[src/rect_topology_classifier_top_defines.svh]
`ifndef RECT_TOPOLOGY_CLASSIFIER_TOP_DEFINES_SVH
`define RECT_TOPOLOGY_CLASSIFIER_TOP_DEFINES_SVH

// implication checked on every clock edge outside reset
`define RTC_ASSERT_IMP(lbl, ante, cons, msg) \
  lbl: assert property (@(posedge clk_i) disable iff (!rst_ni) (ante) |-> (cons)) \
    else $error(msg);

// next-cycle implication
`define RTC_ASSERT_NXT(lbl, ante, cons, msg) \
  lbl: assert property (@(posedge clk_i) disable iff (!rst_ni) (ante) |=> (cons)) \
    else $error(msg);

`endif

[src/rtc_pkg.sv]
package rtc_pkg;

  localparam int unsigned CoordBits = 32;
  localparam int unsigned CodeBits  = 4;

  typedef logic signed [CoordBits-1:0] coord_t;

  // interval relation of candidate s against reference r
  typedef enum logic [CodeBits-1:0] {
    RelNone         = 4'd0,
    RelAfter        = 4'd1,
    RelMetBy        = 4'd2,
    RelOverlappedBy = 4'd3,
    RelStartedBy    = 4'd4,
    RelContains     = 4'd5,
    RelFinishes     = 4'd6,
    RelEquals       = 4'd7,
    RelFinishedBy   = 4'd8,
    RelDuring       = 4'd9,
    RelStarts       = 4'd10,
    RelOverlaps     = 4'd11,
    RelMeets        = 4'd12,
    RelBefore       = 4'd13
  } rel_code_e;

  typedef struct packed {
    coord_t ref_x_low;
    coord_t ref_y_low;
    coord_t ref_x_high;
    coord_t ref_y_high;
    coord_t cand_x_low;
    coord_t cand_y_low;
    coord_t cand_x_high;
    coord_t cand_y_high;
  } req_t;

  typedef struct packed {
    logic                is_disjoint;
    logic                is_meet;
    logic                is_strict_overlap;
    logic                is_covers;
    logic                is_contains;
    logic                is_equal;
    logic                is_inside;
    logic                is_covered_by;
    logic [CodeBits-1:0] x_relation;
    logic [CodeBits-1:0] y_relation;
  } rsp_t;

  // per-axis comparator outcomes, s = candidate, r = reference
  typedef struct packed {
    logic slo_gt_rhi;
    logic slo_eq_rhi;
    logic slo_gt_rlo;
    logic slo_eq_rlo;
    logic shi_gt_rhi;
    logic shi_eq_rhi;
    logic shi_gt_rlo;
    logic shi_eq_rlo;
  } axis_cmp_t;

endpackage

[src/rtc_axis_cmp.sv]
module rtc_axis_cmp (
  input  rtc_pkg::coord_t    r_lo_i,
  input  rtc_pkg::coord_t    r_hi_i,
  input  rtc_pkg::coord_t    s_lo_i,
  input  rtc_pkg::coord_t    s_hi_i,
  output rtc_pkg::axis_cmp_t cmp_o,
  output rtc_pkg::rel_code_e code_o
);
  import rtc_pkg::*;

  axis_cmp_t c;
  logic      slo_lt_rhi, slo_lt_rlo, shi_lt_rhi;

  always_comb begin
    c.slo_gt_rhi = s_lo_i > r_hi_i;
    c.slo_eq_rhi = s_lo_i == r_hi_i;
    c.slo_gt_rlo = s_lo_i > r_lo_i;
    c.slo_eq_rlo = s_lo_i == r_lo_i;
    c.shi_gt_rhi = s_hi_i > r_hi_i;
    c.shi_eq_rhi = s_hi_i == r_hi_i;
    c.shi_gt_rlo = s_hi_i > r_lo_i;
    c.shi_eq_rlo = s_hi_i == r_lo_i;
  end

  assign slo_lt_rhi = !c.slo_gt_rhi && !c.slo_eq_rhi;
  assign slo_lt_rlo = !c.slo_gt_rlo && !c.slo_eq_rlo;
  assign shi_lt_rhi = !c.shi_gt_rhi && !c.shi_eq_rhi;
  assign cmp_o      = c;

  always_comb begin
    if (c.slo_gt_rhi) begin
      code_o = RelAfter;
    end else if (c.slo_eq_rhi) begin
      code_o = RelMetBy;
    end else if (c.shi_gt_rhi && c.slo_gt_rlo && slo_lt_rhi) begin
      code_o = RelOverlappedBy;
    end else if (c.shi_gt_rhi && c.slo_eq_rlo) begin
      code_o = RelStartedBy;
    end else if (c.shi_gt_rhi && slo_lt_rlo) begin
      code_o = RelContains;
    end else if (c.shi_eq_rhi && c.slo_gt_rlo) begin
      code_o = RelFinishes;
    end else if (c.shi_eq_rhi && c.slo_eq_rlo) begin
      code_o = RelEquals;
    end else if (c.shi_eq_rhi && slo_lt_rlo) begin
      code_o = RelFinishedBy;
    end else if (shi_lt_rhi && c.slo_gt_rlo) begin
      code_o = RelDuring;
    end else if (shi_lt_rhi && c.slo_eq_rlo) begin
      code_o = RelStarts;
    end else if (shi_lt_rhi && c.shi_gt_rlo && slo_lt_rlo) begin
      code_o = RelOverlaps;
    end else if (c.shi_eq_rlo) begin
      code_o = RelMeets;
    end else if (!c.shi_gt_rlo) begin
      code_o = RelBefore;
    end else begin
      code_o = RelNone;
    end
  end

endmodule

[src/rtc_classify.sv]
module rtc_classify (
  input  rtc_pkg::axis_cmp_t x_cmp_i,
  input  rtc_pkg::axis_cmp_t y_cmp_i,
  input  rtc_pkg::rel_code_e x_code_i,
  input  rtc_pkg::rel_code_e y_code_i,
  output rtc_pkg::rsp_t      rsp_o
);
  import rtc_pkg::*;

  logic overlap, meet, equal, contains, in_strict, encl_s, encl_r, covers, cov_by;

  function automatic logic ax_overlap(axis_cmp_t c);
    // not (r.lo > s.hi or s.lo > r.hi)
    return (c.shi_gt_rlo || c.shi_eq_rlo) && !c.slo_gt_rhi;
  endfunction

  always_comb begin
    overlap   = ax_overlap(x_cmp_i) && ax_overlap(y_cmp_i);
    meet      = overlap && (x_cmp_i.slo_eq_rhi || x_cmp_i.shi_eq_rlo ||
                            y_cmp_i.slo_eq_rhi || y_cmp_i.shi_eq_rlo);
    equal     = x_cmp_i.slo_eq_rlo && x_cmp_i.shi_eq_rhi &&
                y_cmp_i.slo_eq_rlo && y_cmp_i.shi_eq_rhi;
    contains  = !x_cmp_i.slo_gt_rlo && !x_cmp_i.slo_eq_rlo && x_cmp_i.shi_gt_rhi &&
                !y_cmp_i.slo_gt_rlo && !y_cmp_i.slo_eq_rlo && y_cmp_i.shi_gt_rhi;
    in_strict = x_cmp_i.slo_gt_rlo && !x_cmp_i.shi_gt_rhi && !x_cmp_i.shi_eq_rhi &&
                y_cmp_i.slo_gt_rlo && !y_cmp_i.shi_gt_rhi && !y_cmp_i.shi_eq_rhi;
    encl_s    = !x_cmp_i.slo_gt_rlo && (x_cmp_i.shi_gt_rhi || x_cmp_i.shi_eq_rhi) &&
                !y_cmp_i.slo_gt_rlo && (y_cmp_i.shi_gt_rhi || y_cmp_i.shi_eq_rhi);
    encl_r    = (x_cmp_i.slo_gt_rlo || x_cmp_i.slo_eq_rlo) && !x_cmp_i.shi_gt_rhi &&
                (y_cmp_i.slo_gt_rlo || y_cmp_i.slo_eq_rlo) && !y_cmp_i.shi_gt_rhi;
    covers    = encl_s && !contains && !equal;
    cov_by    = encl_r && !in_strict && !equal;

    rsp_o.is_disjoint       = !overlap;
    rsp_o.is_meet           = meet;
    rsp_o.is_strict_overlap = overlap && !(covers || contains || equal || in_strict ||
                                           cov_by || meet);
    rsp_o.is_covers         = covers;
    rsp_o.is_contains       = contains;
    rsp_o.is_equal          = equal;
    rsp_o.is_inside         = in_strict;
    rsp_o.is_covered_by     = cov_by;
    rsp_o.x_relation        = x_code_i;
    rsp_o.y_relation        = y_code_i;
  end

endmodule

[src/rect_topology_classifier_top.sv]
// Rectangle topology classifier.
// Timing: a request is captured in the input register, classified combinationally,
//   and registered with valid_o in the result register. The receiver cannot stall.
// Throughput: one request per cycle; busy_o is always low. The single input
//   register feeds the comparators, whose outputs go to a result register.
// Reset: asynchronous active-low rst_ni clears the valid flags only.
`include "rect_topology_classifier_top_defines.svh"
module rect_topology_classifier_top (
  input  logic          clk_i,
  input  logic          rst_ni,
  input  logic          start_i,
  output logic          busy_o,
  input  rtc_pkg::req_t req_i,
  output logic          valid_o,
  output rtc_pkg::rsp_t rsp_o
);
  import rtc_pkg::*;

  req_t      stg_q;
  logic      stg_vld_q;
  rsp_t      rsp_d, rsp_q;
  logic      valid_q;
  axis_cmp_t x_cmp, y_cmp;
  rel_code_e x_code, y_code;

  assign busy_o = 1'b0;

  always_ff @(posedge clk_i or negedge rst_ni) begin
    if (!rst_ni) begin
      stg_vld_q <= 1'b0;
      valid_q   <= 1'b0;
    end else begin
      stg_vld_q <= start_i && !busy_o;
      valid_q   <= stg_vld_q;
    end
  end

  always_ff @(posedge clk_i) begin
    if (start_i && !busy_o) begin
      stg_q <= req_i;
    end
    if (stg_vld_q) begin
      rsp_q <= rsp_d;
    end
  end

  rtc_axis_cmp u_x_cmp (
    .r_lo_i (stg_q.ref_x_low),
    .r_hi_i (stg_q.ref_x_high),
    .s_lo_i (stg_q.cand_x_low),
    .s_hi_i (stg_q.cand_x_high),
    .cmp_o  (x_cmp),
    .code_o (x_code)
  );

  rtc_axis_cmp u_y_cmp (
    .r_lo_i (stg_q.ref_y_low),
    .r_hi_i (stg_q.ref_y_high),
    .s_lo_i (stg_q.cand_y_low),
    .s_hi_i (stg_q.cand_y_high),
    .cmp_o  (y_cmp),
    .code_o (y_code)
  );

  rtc_classify u_classify (
    .x_cmp_i  (x_cmp),
    .y_cmp_i  (y_cmp),
    .x_code_i (x_code),
    .y_code_i (y_code),
    .rsp_o    (rsp_d)
  );

  assign valid_o = valid_q;
  assign rsp_o   = rsp_q;

  `RTC_ASSERT_NXT(a_req_to_stage, start_i && !busy_o, stg_vld_q, "request lost in stage")
  `RTC_ASSERT_NXT(a_stage_to_rsp, stg_vld_q, valid_o, "staged request not strobed")
  `RTC_ASSERT_IMP(a_disjoint_excl, valid_o && rsp_o.is_disjoint,
                  !rsp_o.is_meet && !rsp_o.is_strict_overlap, "disjoint with contact flag")
  `RTC_ASSERT_IMP(a_strict_excl, valid_o && rsp_o.is_contains,
                  !rsp_o.is_covers && !rsp_o.is_equal, "contains with covers or equal")

endmodule

[config.mk]
export PLATFORM = sky130hd
export DESIGN_NAME = rect_topology_classifier_top
export DESIGN_NICKNAME = d
export VERILOG_FILES = /design/src/rtc_pkg.sv /design/src/rtc_axis_cmp.sv /design/src/rtc_classify.sv /design/src/rect_topology_classifier_top.sv
export VERILOG_INCLUDE_DIRS = /design/src /design/src/src
export SDC_FILE = /design/constraint.sdc
export NUM_CORES = 1
export LEC_CHECK = 0
export ABC_CLOCK_PERIOD_IN_PS = 9500
export BUFFER_PORTS_ARGS = -buffer_cell sky130_fd_sc_hd__buf_2
export CORE_ASPECT_RATIO = 0.6
export CORE_MARGIN = 2
export CORE_UTILIZATION = 47
export DETAILED_ROUTE_END_ITERATION = 10
export GPL_ROUTABILITY_DRIVEN = 0
export GPL_TIMING_DRIVEN = 0
export PLACE_DENSITY = 0.69
export SYNTH_ARGS = -nofsm -noshare
export SYNTH_HDL_FRONTEND = slang
export SYNTH_HIERARCHICAL = 1
export SYNTH_SLANG_ARGS = --single-unit
[constraint.sdc]
create_clock -name clk_i -period 9.5 [get_ports clk_i]
set_clock_uncertainty 0.15 [all_clocks]
set_input_delay 1.9 -clock clk_i [delete_from_list [all_inputs] [get_ports clk_i]]
set_output_delay 1.9 -clock clk_i [all_outputs]
set_load 0.005 [all_outputs]
==> reports/results.ini, run 1 <==
[drt]
finalWirelength_um=37200
num_vias=10300
first_pass_iters=7
drc_errors=0
wl_per_cell_um=19.6
route.antenna.remaining_nets=0
viasPerCell=5.42
initialDrtViolationCount=749

[min_path]
hold_class=flop to flop
hold_path_depth=0

[logic_synthesis]
synthArstFlopShare_pct=0.730
yosysWarnings=6
synth_cells=1150
syn_avg_cell_area_um2=13.0
yosysUniqueCellTypes=74
ys_seq_area_share_pct=55.2
syn_area_mm2=0.0149
synth_top_flop_cell=edfxtp_1
synth_edf_count=272
syn_nets=1665
yosys_register_bits=274

[worst_setup_path]
required_ns=9.62
end_kind=flop
critPathLaunchType=flop
critPathMaxFanout=6
rr_worst_depth=11
crit_type=flop to flop
critPathArrivalTime_ns=4.00
rrSetupSlack_ns=5.62

[global_routing]
grt_pass1_wl_um=55400
grt_pass1_vias=9848
antenna_found_initial=9
grt_overflow=0
groute.usage.overall_pct=22.2
grt_max_degree=120

[power_and_ir_drop]
ir_worst_vdd_v=0.000134
p_per_area_mw_per_mm2=172
p_leak_nw=8.00

[die]
die_area_mm2=0.0332
start_util_pct=47.7
ios=277
row_count=50
core_area_mm2=0.0312
die_w_um=234
fp.dieH_um=142

[layout]
areaGrowthSynthToFinish_pct=18.7
final_common_cell=buf_2
final_cell_mix=274 x buf_2, 272 x edfxtp_1, 256 x ha_1, 141 x inv_1, 93 x a21oi_1
drive_gt1_share_pct=23.4
final_nets=1971
design_area_mm2=0.0177
multi_input_area_mm2=0.00602
register_area_mm2=0.00822
n_fill_cell=2529

[sta]
rsz0062_at_grt=false
hold_violations=0
setup_viol_count_final=0
period_needed_ns=3.88
drv_slew=0
setup_tns_ns=0
maxSlewHeadroom_pct=31.3
fmax_mhz=257
whs_ns=0.713
tightest_slew_ns=1.02
min_period_over_period_pct=40.9

[clocking]
clk_path_buf_depth=3
clock_sinks=274
cts-resized-gates=0
holdBufCountCts=0
cts.htree.levels=1
cts-buffers-inserted=27
cts_root_buffer=clkbuf_16
path_clk_slew_ns=0.06
cts_setup_buffers=0
insertion_delay_ns=0.56
cts_tree=yes

[job]
maxCapViolations=0

[placement]
place_area_mm2=0.0169
dpl.hpwl_um=29800
port_buffers=275

[run_status]
outcome=complete, no violations

-- state kept, by name, indices dropped and copies added, names as in the netlist --
signal,cells
rsp_o,16
stg_q,256
stg_vld_q,1
valid_o,1
-- power by group --
| group | internal (mW) | switching [mW] |
|---|---|---|
| clock network | 0.549 | 0.458 |
| registers | 1.44 | 0.0499 |
| logic | 0.232 | 0.307 |
-- cells by family (layout without fill, tap and decap cells) --
| kind of cell | count (synthesis) | count (layout) | share of synthesized area [%] |
|---|---|---|---|
| simple gates | 235 | 235 | 9.00 |
| flops | 274 | 274 | 55.2 |
| xor+xnor | 1 | 1 | 0.0588 |
| compound gates | 220 | 220 | 9.50 |
| other cells | 1 | 6 | 0.0252 |
| mux | 4 | 4 | 0.319 |
| buf+inv | 159 | 486 | 4.43 |
| fa+ha+maj | 256 | 256 | 21.5 |
-- cell usage after synthesis, types with 2 or more instances --
cell,instances,share of area [%]
nor2b_1,11,0.46
ha_1,256,21
nand3_1,24,0.81
nor3b_1,3,0.15
nand2_1,55,1.4
mux2i_1,2,0.13
nor3_1,13,0.44
a21o_1,33,1.7
nor2_1,27,0.68
mux2i_2,2,0.18
a221o_1,5,0.34
edfxtp_1,272,55
o31ai_1,2,0.10
dfrtp_1,2,0.34
o21a_1,4,0.20
o41a_1,3,0.23
nor4_1,6,0.25
o211ai_1,8,0.40
nand4bb_1,2,0.15
a21oi_1,93,3.1
and4_1,10,0.59
or2_1,2,0.084
o2111ai_1,2,0.12
and3_1,2,0.084
nor3_2,2,0.13
o22ai_1,4,0.17
inv_1,141,3.6
nand4_1,46,1.9
a21oi_2,2,0.12
a31oi_1,3,0.13
buf_4,15,0.76
a221oi_1,2,0.12
or4_1,8,0.40
or3_1,2,0.084
a21boi_0,3,0.15
a211oi_1,11,0.55
nand3b_1,2,0.10
o221ai_1,3,0.18
nand2b_1,5,0.21
o21bai_1,3,0.15
and2_1,2,0.084
o21ai_0,25,0.84
-- per-layer routing --
layer	global-route usage (%)	part of all wire (%)
met5	0	0.14
met4	4.93	1.9
met3	4.48	7.8
met2	30.1	39
met1	36.0	51
-- final timing paths --
kind / start / to
setup reg to reg: stg_q[46] / rsp_o[13]
hold / removal: stg_vld_q / valid_o
setup / recovery: stg_q[46] / rsp_o[13]
max in group asynchronous: rst_ni / stg_vld_q
hold reg to reg: stg_vld_q / valid_o
min in group asynchronous: rst_ni / valid_o
-- through the flow --
step / total power, mW / setup WS, ns / util, % / instances
global route: 3.19 / 5.47 / 56.6 / 1897
CTS: 3.06 / 5.73 / 56.6 / 1893
global placement: 2.02 / 2.84 / 53.8 / 1841
finish: 3.04 / 5.62 / 56.6 / 1898
floorplan: 1.82 / 6.32 / - / 1150
detailed placement: 2.04 / 5.75 / 54.0 / 1843
-- area by class of cell --
cell class / instances / share of cell area [%]
multi-input cells: 717 / 34.1
inverters: 142 / 3.02
clock buffers: 33 / 3.95
plain buffers: 17 / 0.722
diodes: 5 / 0.0708
clock inverters: 17 / 0.609
flip-flops and latches: 274 / 46.5
well taps: 416 / 2.94
repair buffers: 277 / 8.15
-- critical path: stages, from the launching register on --
cell and delay, ns:
edfxtp_1 0.42, ha_1 0.32, nand4_1 0.20, or4_1 0.62, a21oi_1 0.29, o31ai_1 0.16, mux2i_2 0.39, nor2_1 0.17
nor2_1 0.13, o221ai_1 0.11, nor3b_1 0.56, nor3_2 0.09
Note: power is estimated with default switching activity, not from simulation.
==> run 2, diff against run 1 <==
--- a/config.mk
+++ b/config.mk
@@ -6,7 +6,7 @@
 export SDC_FILE = /design/constraint.sdc
 export NUM_CORES = 1
 export LEC_CHECK = 0
-export ABC_CLOCK_PERIOD_IN_PS = 9500
+export ABC_CLOCK_PERIOD_IN_PS = 3540
 export BUFFER_PORTS_ARGS = -buffer_cell sky130_fd_sc_hd__buf_2
 export CORE_ASPECT_RATIO = 0.6
 export CORE_MARGIN = 2
@@ -14,7 +14,7 @@
 export DETAILED_ROUTE_END_ITERATION = 10
 export GPL_ROUTABILITY_DRIVEN = 0
 export GPL_TIMING_DRIVEN = 0
-export PLACE_DENSITY = 0.69
+export PLACE_DENSITY = 0.72
 export SYNTH_ARGS = -nofsm -noshare
 export SYNTH_HDL_FRONTEND = slang
 export SYNTH_HIERARCHICAL = 1
==> constraint.sdc (replaced) <==
create_clock -name clk_i -period 3.54 [get_ports clk_i]
set_clock_uncertainty 0.15 [all_clocks]
set_input_delay 0.708 -clock clk_i [delete_from_list [all_inputs] [get_ports clk_i]]
set_output_delay 0.708 -clock clk_i [all_outputs]
set_load 0.005 [all_outputs]
==> run 2 against run 1 <==
Compared with the run above: sequential share of layout area is 1.2 points lower; clock power grew to 3.0 times the previous value; die area stayed put; design area rose by 2.6%; global-route usage is 0.43 points higher; combinational power grew to 2.8 times the previous value; fmax rose by 14%; critical path depth rose by 1; total power grew to 2.8 times the previous value; first-iteration DRC count increased by 6.5%; utilization up 1.4 points; hold slack worse by 0.56 ns.
==> reports/results.ini, run 2 (synthesis gave the netlist of run 1 again) <==
[global_routing]
grt_pass1_vias=10300
grt_max_degree=111
grt_pass1_wl_um=56800
antenna_found_initial=6
groute.usage.overall_pct=22.7
grt_overflow=0

[placement]
pre_cts_ws_ns=-0.219
port_buffers=275
dpl.hpwl_um=30200

[min_path]
hold_class=input port to flop

[power_and_ir_drop]
clkPwrFrac_pct=35.2
p_int_mw=6.25
p_sw_share_pct=26.8
p_comb_share_pct=17.9
p_leak_nw=8.15
seq_power_share_pct=46.9
ir_worst_vdd_v=0.000371
switchingPower_mw=2.29
p_per_area_mw_per_mm2=471

[layout]
final_common_cell=buf_2
largest_register_ffs=256
final_cell_mix=274 x buf_2, 272 x edfxtp_1, 252 x ha_1, 138 x inv_1, 91 x a21oi_1
multi_input_area_mm2=0.00625
drive_gt1_share_pct=26.8
register_area_mm2=0.00822
final_util_pct=58.1
top_register=stg_q
n_fill_cell=2529
final_nets=1988
areaGrowthSynthToFinish_pct=21.7

[sta]
min_period_over_period_pct=96.0
fmax_mhz=294
maxSlewHeadroom_pct=48.2
tightest_slew_ns=0.777
period_needed_ns=3.40
drv_slew=0
setup_viol_count_final=0
hold_violations=0
fin_ws_ns=0.141

[worst_setup_path]
path_buf_inv=1
cpPeakStageDelay_ns=0.62
crit_top_cell=nor2_2
crit_chain=ha_1, nand4_2, or4_4, a21o_1, a31oi_4, nor2_2, nor2_2, nor2_2, nor4b_4, or2_1, buf_4, nor3_2
required_ns=3.81
end_kind=flop
critPathLaunchType=flop
critPathArrivalTime_ns=3.67
path_delay_family=simple AND/OR/NAND/NOR gates
critPathMaxFanout=5
crit_slowest_cell=or4_4
crit_type=flop to flop

[die]
die_w_um=234
ios=277
fp.dieH_um=142
die_area_mm2=0.0332
row_count=50
core_area_mm2=0.0312
start_util_pct=47.7

[drt]
met1Wirelength_um=18600
route.antenna.remaining_nets=0
met3_length_um=2850
viasPerCell=5.44
drc_errors=0
first_pass_iters=5
initialDrtViolationCount=798
finalWirelength_um=38100
wl_per_cell_um=19.9
highest_layer=met5
num_vias=10400
dr_wl_met2_um=15900

[clocking]
cts_root_buffer=clkbuf_16
cts_tree=yes
cts.htree.levels=1
clock_sinks=274
insertion_delay_ns=0.58
cts-buffers-inserted=27
clk_path_buf_depth=3
path_clk_slew_ns=0.07

[run_status]
outcome=complete, no violations

[job]
maxCapViolations=0

-- run 2: cell types whose count changed in the layout (fill, tap and decap cells not counted), moves of 4 or more --
cell / change
nor2_2: +5
nor2_1: -7
buf_4: +16
ha_1: -4
clkinv_1: -5
ha_4: +4
-- run 2: metrics by stage --
| stage | setup TNS, ns | instances | area [µm²] | power, mW | hold slack, ns |
|---|---|---|---|---|---|
| after CTS | 0 | 1896 | 17800 | 8.53 | 0.118 |
| after global routing | -0.00211 | 1913 | 18100 | 8.95 | 0.130 |
| after detailed placement | -0.631 | 1843 | 16900 | 5.49 | 0.347 |
| after floorplan | 0 | 1150 | 14900 | 4.88 | 0.262 |
| after global placement | -486.21 | 1841 | 16800 | 5.42 | 0.344 |
| final | 0 | 1914 | 18100 | 8.54 | 0.151 |
-- run 2: cell type report --
cell class,instances,area share (%)
clock inverter,17,1.13
clock buffer,33,3.85
buffer,16,0.663
antenna,4,0.0552
inverter,142,2.94
timing repair buffer,295,8.71
multi-input combinational,717,34.5
tap,416,2.87
sequential,274,45.3
-- run 2: metal layers --
layer	track usage (%)	vias up
met5	0	-
met4	5.63	4
met3	5.31	51
met2	32.1	345
met1	34.8	4977
li1	-	5038
-- run 2: power groups by stage --
| stage | Clock, mW | Sequential [mW] | Combinational, mW |
|---|---|---|---|
| after floorplan | 0 | 4.02 | 0.869 |
| after global placement | 0 | 4.09 | 1.33 |
| after detailed placement | 0 | 4.07 | 1.42 |
| after CTS | 3.07 | 4.00 | 1.45 |
| after global routing | 3.20 | 4.03 | 1.72 |
| final | 3.00 | 4.01 | 1.53 |
-- run 2: what timing repair did --
item,CTS,global route
setup buffers,2,15
endpoints found under the hold margin,2,0
endpoints found under the setup margin,6,7
pin swaps,3,17
hold buffers,1,0
resized for setup,11,31
-- run 2: final timing paths --
check	end	cells past startpoint	start	slack, ns
min in group asynchronous	valid_o	2	rst_ni	0.31
worst min register to register	valid_o	0	stg_vld_q	0.70
worst max register to register	rsp_o[13]	12	stg_q[110]	0.14
max in group asynchronous	stg_vld_q	2	rst_ni	2.83
worst min-delay path	stg_q[6]	1	req_i[6]	0.15
worst max-delay path	rsp_o[13]	12	stg_q[110]	0.14
